===== config.mk =====
export PLATFORM = sky130hd
export DESIGN_NAME = quadratic_probe_hash_table_top_flat
export DESIGN_NICKNAME = d
export VERILOG_FILES = /design/src/rtl/qpht_pkg.sv /design/src/rtl/qpht_if.sv /design/src/rtl/qpht_modadd.sv /design/src/rtl/quadratic_probe_hash_table_top.sv /design/src/flat_wrapper.sv
export SDC_FILE = /design/constraint.sdc
export NUM_CORES = 1
export LEC_CHECK = 0
export BUFFER_PORTS_ARGS = -buffer_cell sky130_fd_sc_hd__buf_2
export CAP_MARGIN = 5
export CORE_ASPECT_RATIO = 1.2
export CORE_UTILIZATION = 25
export CTS_BUF_LIST = sky130_fd_sc_hd__clkbuf_2 sky130_fd_sc_hd__clkbuf_4 sky130_fd_sc_hd__clkbuf_8
export DETAILED_ROUTE_END_ITERATION = 10
export PLACE_DENSITY = 0.47
export SKIP_LAST_GASP = 1
export SLEW_MARGIN = 0
export SYNTH_ARGS = -nofsm -noshare
export SYNTH_HDL_FRONTEND = slang
export SYNTH_SLANG_ARGS = --single-unit
export TNS_END_PERCENT = 10

===== constraint.sdc =====
create_clock -name clk_i -period 5 [get_ports clk_i]
set_clock_uncertainty 0.2 [all_clocks]
set_input_delay 0.25 -clock clk_i [delete_from_list [all_inputs] [get_ports clk_i]]
set_output_delay 0.25 -clock clk_i [all_outputs]
set_load 0.02 [all_outputs]

===== src/rtl/qpht_pkg.sv =====
// qpht_pkg: shared types and constants of the quadratic probe hash table
// no dependencies; imported by the interfaces, quadratic_probe_hash_table_top and the bench
`default_nettype none

package qpht_pkg;

  // key width of one slot and of the input beat
  localparam int unsigned KEY_W = 31;
  // width of the reported slot number
  localparam int unsigned SLOT_OUT_W = 4;

  // operation codes
  typedef enum logic {
    OP_INSERT = 1'b0,
    OP_SEARCH = 1'b1
  } op_e;

  // result status codes
  typedef enum logic [1:0] {
    ST_INSERTED  = 2'd0,
    ST_FOUND     = 2'd1,
    ST_NOT_FOUND = 2'd2,
    ST_FULL      = 2'd3
  } status_e;

endpackage

`default_nettype wire


===== src/rtl/qpht_if.sv =====
// qpht_in_if / qpht_out_if: valid-ready channels of the hash table
// depends on qpht_pkg
`default_nettype none

interface qpht_in_if import qpht_pkg::*; ();
  logic             valid;
  logic             ready;
  op_e              op;
  logic [KEY_W-1:0] key;

  modport source (output valid, output op, output key, input ready);
  modport sink   (input valid, input op, input key, output ready);
endinterface

interface qpht_out_if import qpht_pkg::*; ();
  logic                  valid;
  logic                  ready;
  status_e               status;
  logic [SLOT_OUT_W-1:0] slot_index;

  modport source (output valid, output status, output slot_index, input ready);
  modport sink   (input valid, input status, input slot_index, output ready);
endinterface

`default_nettype wire


===== src/rtl/qpht_modadd.sv =====
// qpht_modadd: shared modular adder, (a + b + cin) mod MOD for a, b < MOD
// no dependencies; used by quadratic_probe_hash_table_top
`default_nettype none

module qpht_modadd #(
  parameter int unsigned W   = 4,
  parameter int unsigned MOD = 16
) (
  input  wire logic [W-1:0] a_i,
  input  wire logic [W-1:0] b_i,
  input  wire logic         cin_i,
  output logic      [W-1:0] res_o
);

  localparam logic [W:0] M = (W+1)'(MOD);

  logic [W:0] sum;
  logic [W:0] red;

  // one add, one compare and subtract; sum stays below twice the modulus
  always_comb begin
    sum = {1'b0, a_i} + {1'b0, b_i} + {{W{1'b0}}, cin_i};
    red = (sum >= M) ? (sum - M) : sum;
  end

  assign res_o = red[W-1:0];

endmodule

`default_nettype wire


===== src/rtl/quadratic_probe_hash_table_top.sv =====
// quadratic_probe_hash_table_top: open addressing hash table, quadratic probing
// depends on qpht_pkg, qpht_if (qpht_in_if, qpht_out_if) and qpht_modadd
//
//   channel | dir | payload               | beat
//   in_i    | in  | op, key               | valid & ready
//   out_o   | out | status, slot_index    | valid & ready
//
// after reset a clearing pass writes every slot to zero with in_i.ready low.
// an item then goes through S_HOME for the home slot (key mod TABLE_SIZE
// four key bits a cycle by compare and subtract), S_READ then S_CMP per
// probe (slot ram read, then compare), at most TABLE_SIZE probes, and S_FIN
// to load the result. a zero key goes from S_IDLE straight to S_FIN.
// the result register lets the next beat be taken while out_o stalls; a later
// result waits in S_FIN until the held beat is taken.
`default_nettype none

module quadratic_probe_hash_table_top
  import qpht_pkg::*;
#(
  parameter int unsigned TABLE_SIZE = 16
) (
  input  wire logic clk_i,
  input  wire logic rst_ni,
  qpht_in_if.sink   in_i,
  qpht_out_if.source out_o
);

  localparam int unsigned IW = (TABLE_SIZE > 1) ? $clog2(TABLE_SIZE) : 1;
  localparam int unsigned PW = (IW > SLOT_OUT_W) ? IW : SLOT_OUT_W;
  localparam logic [IW:0] LAST = (IW+1)'(TABLE_SIZE - 1);
  localparam int unsigned KEY_PAD_W = 32;
  localparam logic [2:0]  DIG_LAST  = 3'(KEY_PAD_W / 4 - 1);
  localparam logic [IW+3:0] MOD_X = (IW+4)'(TABLE_SIZE);

  typedef enum logic [5:0] {
    S_CLEAR = 6'b000001,
    S_IDLE  = 6'b000010,
    S_HOME  = 6'b000100,
    S_READ  = 6'b001000,
    S_CMP   = 6'b010000,
    S_FIN   = 6'b100000
  } state_e;

  state_e state_q, state_d;

  logic [IW:0]      cnt_q, cnt_d;
  logic [2:0]       dig_q, dig_d;
  logic [IW-1:0]    rem_q, rem_d;
  logic [IW-1:0]    slot_q, slot_d;
  logic [IW-1:0]    nxt_q, nxt_d;
  logic [IW-1:0]    odd_q, odd_d;
  op_e              op_q, op_d;
  logic [KEY_W-1:0] key_q, key_d;
  status_e          res_st_q, res_st_d;
  logic [IW-1:0]    res_slot_q, res_slot_d;

  logic                  out_vld_q, out_vld_d;
  status_e               out_st_q, out_st_d;
  logic [SLOT_OUT_W-1:0] out_slot_q, out_slot_d;

  logic [KEY_W-1:0] mem_q [TABLE_SIZE];
  logic [KEY_W-1:0] rd_q;
  logic             we;
  logic [IW-1:0]    wa;
  logic [KEY_W-1:0] wd;

  logic [IW-1:0] ua, ub, ures;
  logic          ucin;
  logic [PW-1:0] slot_ext;

  logic [KEY_PAD_W-1:0] key_pad;
  logic [IW+3:0]        red;

  // shared modular adder
  qpht_modadd #(
    .W   (IW),
    .MOD (TABLE_SIZE)
  ) u_modadd (
    .a_i   (ua),
    .b_i   (ub),
    .cin_i (ucin),
    .res_o (ures)
  );

  // operand selection for the shared adder
  always_comb begin
    ua   = '0;
    ub   = '0;
    ucin = 1'b0;
    unique case (state_q)
      S_READ: begin
        ua = slot_q;
        ub = odd_q;
      end
      S_CMP: begin
        ua   = odd_q;
        ub   = IW'(1);
        ucin = 1'b1;
      end
      default: begin
        ua = '0;
      end
    endcase
  end

  // home slot step: rem = (16 * rem + key digit) mod TABLE_SIZE
  always_comb begin
    key_pad = KEY_PAD_W'(key_q);
    red     = {rem_q, key_pad[{dig_q, 2'b00} +: 4]};
    for (int k = 3; k >= 0; k--) begin
      if (red >= (MOD_X << k)) begin
        red = red - (MOD_X << k);
      end
    end
  end

  assign slot_ext = PW'(res_slot_q);

  // sequencer
  always_comb begin
    state_d    = state_q;
    cnt_d      = cnt_q;
    dig_d      = dig_q;
    rem_d      = rem_q;
    slot_d     = slot_q;
    nxt_d      = nxt_q;
    odd_d      = odd_q;
    op_d       = op_q;
    key_d      = key_q;
    res_st_d   = res_st_q;
    res_slot_d = res_slot_q;
    out_vld_d  = out_vld_q;
    out_st_d   = out_st_q;
    out_slot_d = out_slot_q;
    we         = 1'b0;
    wa         = slot_q;
    wd         = key_q;

    // result register drains independently
    if (out_vld_q && out_o.ready) begin
      out_vld_d = 1'b0;
    end

    unique case (state_q)
      S_CLEAR: begin
        we    = 1'b1;
        wa    = cnt_q[IW-1:0];
        wd    = '0;
        cnt_d = cnt_q + (IW+1)'(1);
        if (cnt_q == LAST) begin
          state_d = S_IDLE;
        end
      end
      S_IDLE: begin
        if (in_i.valid) begin
          op_d  = in_i.op;
          key_d = in_i.key;
          rem_d = '0;
          dig_d = DIG_LAST;
          if (in_i.key == '0) begin
            res_st_d   = ST_NOT_FOUND;
            res_slot_d = '0;
            state_d    = S_FIN;
          end else begin
            state_d = S_HOME;
          end
        end
      end
      S_HOME: begin
        // one key digit per cycle, most significant first
        rem_d = red[IW-1:0];
        dig_d = dig_q - 3'd1;
        if (dig_q == '0) begin
          slot_d  = red[IW-1:0];
          odd_d   = IW'(1);
          cnt_d   = '0;
          state_d = S_READ;
        end
      end
      S_READ: begin
        // next probe slot: slot + (2i + 1)
        nxt_d   = ures;
        state_d = S_CMP;
      end
      S_CMP: begin
        odd_d = ures;
        priority if (op_q == OP_INSERT && rd_q == '0) begin
          we         = 1'b1;
          res_st_d   = ST_INSERTED;
          res_slot_d = slot_q;
          state_d    = S_FIN;
        end else if (op_q == OP_SEARCH && rd_q == key_q) begin
          res_st_d   = ST_FOUND;
          res_slot_d = slot_q;
          state_d    = S_FIN;
        end else if (op_q == OP_SEARCH && rd_q == '0) begin
          res_st_d   = ST_NOT_FOUND;
          res_slot_d = '0;
          state_d    = S_FIN;
        end else if (cnt_q == LAST) begin
          res_st_d   = (op_q == OP_INSERT) ? ST_FULL : ST_NOT_FOUND;
          res_slot_d = '0;
          state_d    = S_FIN;
        end else begin
          slot_d  = nxt_q;
          cnt_d   = cnt_q + (IW+1)'(1);
          state_d = S_READ;
        end
      end
      S_FIN: begin
        if (!out_vld_q || out_o.ready) begin
          out_vld_d  = 1'b1;
          out_st_d   = res_st_q;
          out_slot_d = slot_ext[SLOT_OUT_W-1:0];
          state_d    = S_IDLE;
        end
      end
      default: begin
        state_d = S_CLEAR;
      end
    endcase
  end

  // control registers
  always_ff @(posedge clk_i or negedge rst_ni) begin
    if (!rst_ni) begin
      state_q   <= S_CLEAR;
      cnt_q     <= '0;
      out_vld_q <= 1'b0;
    end else begin
      state_q   <= state_d;
      cnt_q     <= cnt_d;
      out_vld_q <= out_vld_d;
    end
  end

  // payload registers
  always_ff @(posedge clk_i) begin
    dig_q      <= dig_d;
    rem_q      <= rem_d;
    slot_q     <= slot_d;
    nxt_q      <= nxt_d;
    odd_q      <= odd_d;
    op_q       <= op_d;
    key_q      <= key_d;
    res_st_q   <= res_st_d;
    res_slot_q <= res_slot_d;
    out_st_q   <= out_st_d;
    out_slot_q <= out_slot_d;
  end

  // key slot ram, one write port and one registered read port
  always_ff @(posedge clk_i) begin
    if (we) begin
      mem_q[wa] <= wd;
    end
    rd_q <= mem_q[slot_q];
  end

  assign in_i.ready       = (state_q == S_IDLE);
  assign out_o.valid      = out_vld_q;
  assign out_o.status     = out_st_q;
  assign out_o.slot_index = out_slot_q;

endmodule

`default_nettype wire


===== src/flat_wrapper.sv =====
// flat-port wrapper written by rule: the top's interface ports become plain ports
module quadratic_probe_hash_table_top_flat import qpht_pkg::*;
#(
  parameter int unsigned TABLE_SIZE = 16
)
  (clk_i, rst_ni, in_i_valid, in_i_op, in_i_key, in_i_ready, out_o_valid, out_o_status, out_o_slot_index, out_o_ready);
  qpht_in_if in_i_i ();
  qpht_out_if out_o_i ();
  input  wire logic clk_i;
  input  wire logic rst_ni;
  input wire logic [$bits(in_i_i.valid)-1:0] in_i_valid;
  input wire logic [$bits(in_i_i.op)-1:0] in_i_op;
  input wire logic [$bits(in_i_i.key)-1:0] in_i_key;
  output wire logic [$bits(in_i_i.ready)-1:0] in_i_ready;
  output wire logic [$bits(out_o_i.valid)-1:0] out_o_valid;
  output wire logic [$bits(out_o_i.status)-1:0] out_o_status;
  output wire logic [$bits(out_o_i.slot_index)-1:0] out_o_slot_index;
  input wire logic [$bits(out_o_i.ready)-1:0] out_o_ready;
  assign in_i_i.valid = in_i_valid;
  assign in_i_i.op = in_i_op;
  assign in_i_i.key = in_i_key;
  assign in_i_ready = in_i_i.ready;
  assign out_o_valid = out_o_i.valid;
  assign out_o_status = out_o_i.status;
  assign out_o_slot_index = out_o_i.slot_index;
  assign out_o_i.ready = out_o_ready;
  quadratic_probe_hash_table_top #(.TABLE_SIZE(TABLE_SIZE)) u_core (.clk_i(clk_i), .rst_ni(rst_ni), .in_i(in_i_i), .out_o(out_o_i));
endmodule

# --- Yosys cells after proc, flatten, opt, wreduce, memory -nomap -nowiden ---
# Memories as Yosys holds them, arrays and structs flattened. A register that Yosys moved wholly into a read port is not among the register bits.
# Index checks and enable logic that the tools add are counted.
# Widths: inputs -> output; s select.
classes:
  n_lt_le_gt_ge: 5
  n_eq_ne: 18
  n_shift: 1
  n_bitwise: 1
  reduce_logical: 21
  n_addsub: 9
  muxes: 60
op_table:
  columns: ["cell", "n"]
  rows:
  - ["$mux 4", 16]
  - ["$logic_not 31->1", 2]
  - ["$mux 6", 9]
  - ["$pmux 4 s2", 6]
  - ["$pmux 6 s6", 1]
  - ["$shiftx 32x6->4", 1]
  - ["$eq 31x31->1", 1]
  - ["$mux 31", 1]
  - ["$mux 5", 5]
  - ["$mux 8", 3]
  - ["$pmux 5 s3", 1]
  - ["$mux 2", 6]
  - ["$reduce_and 6->1", 2]
  - ["$ne 2x2->1 const B", 5]
  - ["$ge 8x5->1 const B", 1]
  - ["$ge 8x6->1 const B", 1]
  - ["$ge 8x7->1 const B", 1]
  - ["$ge 8x8->1 const B", 1]
  - ["$mux 1", 8]
  - ["$ne 2x1->1 const B", 4]
  - ["$reduce_and 2->1", 4]
  - ["$reduce_and 4->1", 2]
  - ["$sub 4x1->4 const B", 2]
  - ["$sub 8x6->8 const B", 1]
  - ["other kinds (26)", 31]
totals:
  mem_bits_rw: 496
  out_inout_bits: 8
  regBits: 75
  inputBits: 36
  mem_count: 1
  elab_cells: 130
mem_list:
  columns: ["name", "depth", "word_bits", "rd", "rd_clocked_by_memory_dff", "wr", "line_no", "text"]
  rows:
  - ["u_core.mem_q", 16, 31, 1, 1, 1, "quadratic_probe_hash_table_top.sv:61", "logic [KEY_W-1:0] mem_q [TABLE_SIZE];"]

# --- Depth between registers and ports, before layout ---
# Gate-level depths: netlist (run 1).
depth:
  ltp_word: 11
  depth_mapped: 10
  ltp_nobuf: 9

# --- By module ---
# Synthesis (run 1) repeated with hierarchy kept, for this count alone.
hier_totals:
  hier_cells: 1073
  hier_area_um2: 23197.2
modules_own_cells:
  columns: ["mod", "area_each_um2", "seq_area_each_um2", "cells_each", "n_inst"]
  rows:
  - ["quadratic_probe_hash_table_top", 23065.9, 17588.1, 1056, 1]
  - ["qpht_modadd", 131.4, 0.0, 17, 1]

# --- Worst setup path after synthesis (run 1) ---
# OpenSTA, ideal clock, no wires.
synth_timing:
  path_type: "register -> register"
  from: "register u_core.state_q[3]"
  to: "memory u_core.mem_q[7][0], enable pin"
  n_path_buf: 2
  required_ps: 4381
  setup_time_ps: 419
  path_stages_with_launch: 8
  period_less_slack_ps: 3474
  arrival_time_ps: 2855
  slack_ps: 1526
  cell_sequence: "dfrtp_1 buf_2 nor4_1 and3b_1 buf_2 a32o_1 nand2_1 nor2_1"
synth_between:
  elab_chain_len: 4
  elab_cells_between_ends: 6
  cone_classes: "eq/ne (2); mux (4)"
synth_lines:
  columns: ["item", "line_no", "text"]
  rows:
  - ["from (decl)", "quadratic_probe_hash_table_top.sv:44", "state_e state_q, state_d;"]
  - ["from (signal assigned)", "quadratic_probe_hash_table_top.sv:231", "state_q <= state_d;"]
  - ["$eq 6x5->1 or $eq 6x1->1 (tied branches)", "quadratic_probe_hash_table_top.sv:144", "unique case (state_q)"]
  - ["$pmux 1 s2", "quadratic_probe_hash_table_top.sv:144", null]
  - ["$mux 1", "quadratic_probe_hash_table_top.sv:254", "if (we) begin"]
  - ["$mux 1 (implied by the code)", "quadratic_probe_hash_table_top.sv:255", "mem_q[wa] <= wd;"]
  - ["to (decl)", "quadratic_probe_hash_table_top.sv:61", null]
# Parallel ways exist; a longest one is shown, timed or not.

# --- Final worst setup path (run 1) ---
layout_timing:
  from: "register u_core.state_q[1]"
  to: "memory u_core.mem_q[15][0], enable pin"
# The elaborated chain is that of the path after synthesis.

==> impl_results.md, run 1 <==
- Startpoint type of the worst setup path: flop
- Rel. slew slack: 0.263
- Global-route wire length before repair: 85400 um
- CP max-delay cell: nor2_4
- CP startpoint: u_core.state_q[1]
- Synth area leader: edfxtp_1
- Routed vias/inst: 4.36
- Commonest non-fill, non-tap cell in the layout: edfxtp_1
- MaxCap Viol Count: 0
- Worst R2R Setup Slack: 1.38 ns
- Avg Cell Area, Syn: 21.5 um^2
- Setup violators final: 0
- CTS tree: built
- Crit path required time: 5.13 ns
- Hold Crit Start: in_i_key[25]
- Pin count of the biggest net entering global routing: 70
- Syn_nets: 1122
- Drt pass-1 iters: 5
- Number of synthesized flops with an enable pin: 555
- GRT Resource Usage Total: 0.127
- Initial Utilization: 0.252
- Antenna viol nets, final: 0
- Synth top area cells: edfxtp_1 72%, mux4_2 16%, dfxtp_1 2.7%
- Overall die height: 336 um
- Clock transition at path regs: 0.06 ns
- CP max stage delay: 0.70 ns
- Fin crit period: 3.62 ns
- CTS sink cnt: 598
- CP arrival: 3.75 ns
- Final Instance Count excl. Fillers: 2562
- Final GP Congestion: 0.768
- Slew @ Worst Pin: 1.10 ns
- Highest-count cells in the layout ignoring fill and taps: 555 x edfxtp_1, 161 x mux4_2, 99 x clkbuf_8
- Initial antenna violation count: 4
- Htree depth: 3
- Leak pwr: 8.85 nW
- Seq cells post-synth: 598
- Final Max Tran Viols: 0
- Initial detailed-routing violation count: 812
- Primary FF master, synth: edfxtp_1
- Critical-path maximum fanout: 21
- Cell Rows: 122
- Port bufs: 43
- Syn Std Cell Area: 23200 um^2
- Die ar.: 94000 um^2
- Reg-to-Reg End: u_core.mem_q[15][0]
- Distinct cells, synth: 56
- Core area: 92000 um^2
- Peak Freq: 0.276 GHz
- PD cells: 452 nW/um^2
- DP Wirelength: 36200 um
- Hold path cells: 2
- Dpl cells: 2347
- Worst reg2reg path depth: 7
- CP endpoint kind: flop
- WHS Endpoint: u_core.key_q[25]
- Hold WC Path Type: in -> reg
- Crit Path Class: reg -> reg
- Max Buffers Root-to-Sink: 3
- Final core utilization: 0.299
- Fillers: 8976
- Largest delay share family, worst path: simple AND/OR/NAND/NOR gates
- Layout cells sized above 1: 0.318
- CTS Root Cell: clkbuf_8
- Nets@finish: 1287
- Syn Inst Count: 1078
- Status: complete, no violations
- Sequential area share after synthesis: 0.758
- Congestion Overflow GR: 0
- Synth top area share: 0.718
- # IOs: 44
- Cell with the most instances on the worst path: buf_4
- Synth async-reset ratio: 0.0201
- Routed WL: 58600 um
- Worst VDD drop: 0.164 mV
- Number of global-route vias before repair: 12.1k
- CTS Buf Count: 96
- R2R Path Start: u_core.state_q[1]
- Via count: 11.2k
- Per-cell routed wire length: 22.9 um
- Period utilization: 0.724
- Post-CTS setup buffers: 0
- Synth-to-layout area growth: 18.5%
- Crit path cell chain: nor4_1 -> and3b_1 -> buf_4 -> a32o_1 -> nand2_1 -> nor2_4 -> buf_4
- Clock latency on the worst-skew pair: 0.70 ns
- Die Width: 280 um
- RSZ-0062 raised after global routing: false
- Yosys Warn Count: 0
- Finished Cell Area: 27500 um^2
- Final hold vios: 0
- Buf+Inv Stages, Crit Path: 2
- Setup_tns: 0 ns
- Placed Area: 25200 um^2
- Residual DRC count: 0
-- where the power goes --
group          leakage, nW  switching [mW]  total [mW]  internal (mW)
sequential            5.47           0.191        6.67           6.48
clock                 1.00            1.93        4.16           2.24
combinational         2.38            1.17        1.60          0.429
total                 8.85            3.28        12.4           9.15
-- worst max-delay path by stage --
stage / slack (ns) / to / cells past startpoint
4_1_cts: 1.34 / u_core.mem_q[15][1] / 7
3_5_place_dp: 1.37 / u_core.mem_q[15][0] / 7
5_1_grt: 1.11 / u_core.mem_q[15][0] / 7
3_3_place_gp: 1.51 / u_core.mem_q[12][28] / 7
2_1_floorplan: 1.53 / u_core.mem_q[7][0] / 7
6_report: 1.38 / u_core.mem_q[15][0] / 7
-- cell families (layout without fill, tap and decap cells) --
group	Yosys count	after routing	synth area share
compound gates	48	48	0.0146
simple gates	160	160	0.0383
fa+ha+maj	8	8	0.00464
xor+xnor	36	36	0.0136
mux	167	167	0.160
other cells	0	1	0
buf+inv	61	304	0.0113
flops	598	598	0.758
-- synth_stat cells, drive strengths merged (2+ instances only) --
master / n
mux4: 162
edfxtp: 555
o211ai: 3
xor2: 25
xnor2: 11
nor2: 27
a21o: 3
dfrtp: 11
o22ai: 3
o21a: 2
nor2b: 2
nand2: 28
or3: 3
nand2b: 3
o311ai: 3
nor3: 10
mux2i: 5
buf: 24
clkbuf: 26
or2: 4
a22o: 3
inv: 10
a31oi: 4
and3b: 3
o21ai: 13
nor4: 22
a21oi: 5
ha: 7
and2: 42
o31a: 2
nand4: 9
dfxtp: 31
nand3: 2
and3: 3
-- flip-flops by register name, indices dropped and copies added, names as in the netlist --
| register | cells |
|---|---|
| u_core.res_slot_q | 4 |
| u_core.mem_q | 496 |
| u_core.key_q | 31 |
| u_core.out_o.valid | 1 |
| u_core.out_o.status | 2 |
| u_core.state_q | 6 |
| u_core.slot_q | 4 |
| u_core.cnt_q | 5 |
| u_core.op_q | 1 |
| u_core.odd_q | 4 |
| u_core.nxt_q | 4 |
| u_core.res_st_q | 2 |
| u_core.rd_q | 31 |
| u_core.dig_q | 3 |
| u_core.out_o.slot_index | 4 |
-- layout make-up --
type                    count  area [um^2]  area share
diodes                      1         2.50   0.0000910
clock buffers             131         1600      0.0583
clock inverters            45          292      0.0106
inverters                  11         41.3     0.00150
multi-input cells         419         5470       0.199
flip-flops and latches    598        17600       0.640
well taps                1240         1550      0.0564
repair buffers            117          953      0.0347
-- stage by stage --
stage	hold WS [ns]	setup slack (ns)	total power, mW
floorplan	-0.246	1.53	7.57
global placement	-0.0352	1.51	8.34
detailed placement	-0.0312	1.37	8.39
CTS	0.00170	1.34	12.6
global route	0.0496	1.11	12.9
finish	0.0748	1.38	12.4
-- metal layers --
metal,global-route usage,part of all wire,vias up
met5,0,0,-
met4,0.0387,0.021,0
met3,0.0294,0.054,88
met2,0.217,0.50,291
met1,0.159,0.42,5970
li1,-,-,4827
-- repair_timing --
item                      4_1_cts  5_1_grt
gates resized for setup         0        0
hold endpoints to repair       57        0
hold buffers                   38        0
(Power assumes the default switching activity.)
==> run 2: changes to the inputs <==
==> constraint.sdc (replaced) <==
create_clock -name clk_i -period 3.7 [get_ports clk_i]
set_clock_uncertainty 0.2 [all_clocks]
set_input_delay 0.185 -clock clk_i [delete_from_list [all_inputs] [get_ports clk_i]]
set_output_delay 0.185 -clock clk_i [all_outputs]
set_load 0.02 [all_outputs]
==> run 2 against run 1 <==
  * Critical path depth unchanged
  * Flip-flop and latch count is the same
  * Design area up 1.2%
  * Global-route usage is essentially flat
  * Non-clock buffer count up 32
  * Setup slack worse by 0.89 ns
==> impl_results.md, run 2 (same netlist as run 1, synthesis figures left out) <==
- DP Wirelength: 36500 um
- Hold_buf cts: 53
- Worst Setup EP: u_core.mem_q[1][15]
- CP max-delay cell: nor4_1
- Final hold vios: 0
- Clock transition at path regs: 0.06 ns
- Final Max Tran Viols: 0
- MaxCap Viol Count: 0
- Die Width: 280 um
- Final core utilization: 0.302
- Routed WL: 58700 um
- Initial Utilization: 0.252
- Hold path cells: 2
- Post-CTS setup buffers: 0
- Buf+Inv Stages, Crit Path: 1
- Worst reg2reg path depth: 7
- Clock latency on the worst-skew pair: 0.70 ns
- Initial detailed-routing violation count: 809
- PD cells: 604 nW/um^2
- Leak pwr: 9.02 nW
- Crit path required time: 3.82 ns
- Fillers: 8946
- Fin crit period: 3.20 ns
- CTS Root Cell: clkbuf_8
- Global-route wire length before repair: 85900 um
- Drt pass-1 iters: 5
- Period utilization: 0.866
- Placed Area: 25400 um^2
- CP endpoint kind: flop
- Critical-path maximum fanout: 22
- Max FFs per register: 496
- Congestion Overflow GR: 0
- Routed vias/inst: 4.38
- Status: complete, no violations
- Pin count of the biggest net entering global routing: 67
- Antenna viol nets, final: 0
- Setup_tns: 0 ns
- Slew @ Worst Pin: 0.810 ns
- Core area: 92000 um^2
- Finished Cell Area: 27800 um^2
- Hold WC Path Type: in -> reg
- CTS sink cnt: 598
- Htree depth: 3
- Nets@finish: 1322
- Worst R2R Setup Slack: 0.50 ns
- Top flop regs: u_core.mem_q (496), u_core.key_q (31), u_core.rd_q (31)
- Post-CTS sizing: 0
- Die ar.: 94000 um^2
- CP startpoint: u_core.rd_q[8]
- CP arrival: 3.32 ns
- Rel. slew slack: 0.460
- Overall die height: 336 um
- R2R Path Start: u_core.rd_q[8]
- Worst VDD drop: 0.245 mV
- Via count: 11.4k
- Reg-to-Reg End: u_core.mem_q[1][15]
- RSZ-0062 raised after global routing: false
- Crit path cell chain: nor4_1 -> nand4_1 -> or3_1 -> o32ai_1 -> nand2_1 -> nor2_4 -> buf_4
- Largest delay share family, worst path: simple AND/OR/NAND/NOR gates
- Per-cell routed wire length: 22.6 um
- CTS Buf Count: 99
- Layout cells sized above 1: 0.326
- Commonest non-fill, non-tap cell in the layout: edfxtp_1
- Initial antenna violation count: 4
- Number of global-route vias before repair: 12.3k
- WP depth: 7
- Crit Path Class: reg -> reg
- Setup violators final: 0
- GRT Resource Usage Total: 0.127
- Biggest register: u_core.mem_q
- Port bufs: 43
- CTS tree: built
- Highest-count cells in the layout ignoring fill and taps: 555 x edfxtp_1, 161 x mux4_2, 102 x clkbuf_8
- CP max stage delay: 0.41 ns
- Residual DRC count: 0
- Final GP Congestion: 0.809
- Peak Freq: 0.312 GHz
- Startpoint type of the worst setup path: flop
- Synth-to-layout area growth: 19.9%
- Max Buffers Root-to-Sink: 3
- # IOs: 44
- Cell Rows: 122
[run 2: cell types whose count changed in the layout (fill, tap and decap cells not counted)]
cell           change
dlygate4sd3_1     +15
buf_4             +13
clkbuf_4           +9
buf_12             +4
bufinv_16          -3
clkbuf_8           +3
clkinv_2           -3
clkinv_1           -2
inv_6              -2
inv_8              +2
clkinvlp_4         +1
inv_12             -1
[run 2: worst reg2reg max path, cell delays in order, from the launching register on]
cell and delay (ns):
dfxtp_1 0.32, nor4_1 0.41, nand4_1 0.28, or3_1 0.42, o32ai_1 0.31, nand2_1 0.32
nor2_4 0.17, buf_4 0.40
[run 2: worst min-delay path by stage]
stage	start	to	slack (ns)
4_1_cts	in_i_key[2]	u_core.key_q[2]	0.002
3_5_place_dp	rst_ni	u_core.out_o.valid	-0.10
6_report	in_i_key[30]	u_core.key_q[30]	0.07
2_1_floorplan	rst_ni	u_core.cnt_q[0]	-0.31
3_3_place_gp	rst_ni	u_core.out_o.valid	-0.1
5_1_grt	in_i_key[1]	u_core.key_q[1]	0.02
[run 2: per-layer routing]
layer	track usage	vias to the layer above	routed length (um)
li1	-	4896	-
met1	0.166	6102	26000
met2	0.211	295	28900
met3	0.0234	91	2440
met4	0.0449	2	1440
met5	0	-	14
[run 2: final cells by class]
cell class,count,area [um^2],share of cell area
Clock buffer,143,1710,0.0615
Timing Repair Buffer,149,1280,0.0460
Multi-Input combinational cell,419,5470,0.197
Clock inverter,37,175,0.00630
Tap cell,1240,1550,0.0558
Inverter,11,41.3,0.00148
Sequential cell,598,17600,0.632
Antenna cell,1,2.50,0.0000899
[run 2: through the flow]
step                      std cells  hold slack [ns]  power [mW]  worst slack [ns]
after global placement         2364          -0.0986        11.3             0.546
after detailed placement       2364           -0.101        11.4             0.555
after CTS                      2597          0.00203        17.1             0.514
after floorplan                1078           -0.311        10.2             0.226
after global routing           2598           0.0221        17.5             0.336
final                          2598           0.0749        16.8             0.495
[run 2: power breakdown]
group          internal, mW  leakage, nW  switching (mW)  total [mW]
sequential             8.75         5.47           0.254        9.01
combinational         0.639         2.55            1.62        2.26
clock                  2.97         1.00            2.57        5.53
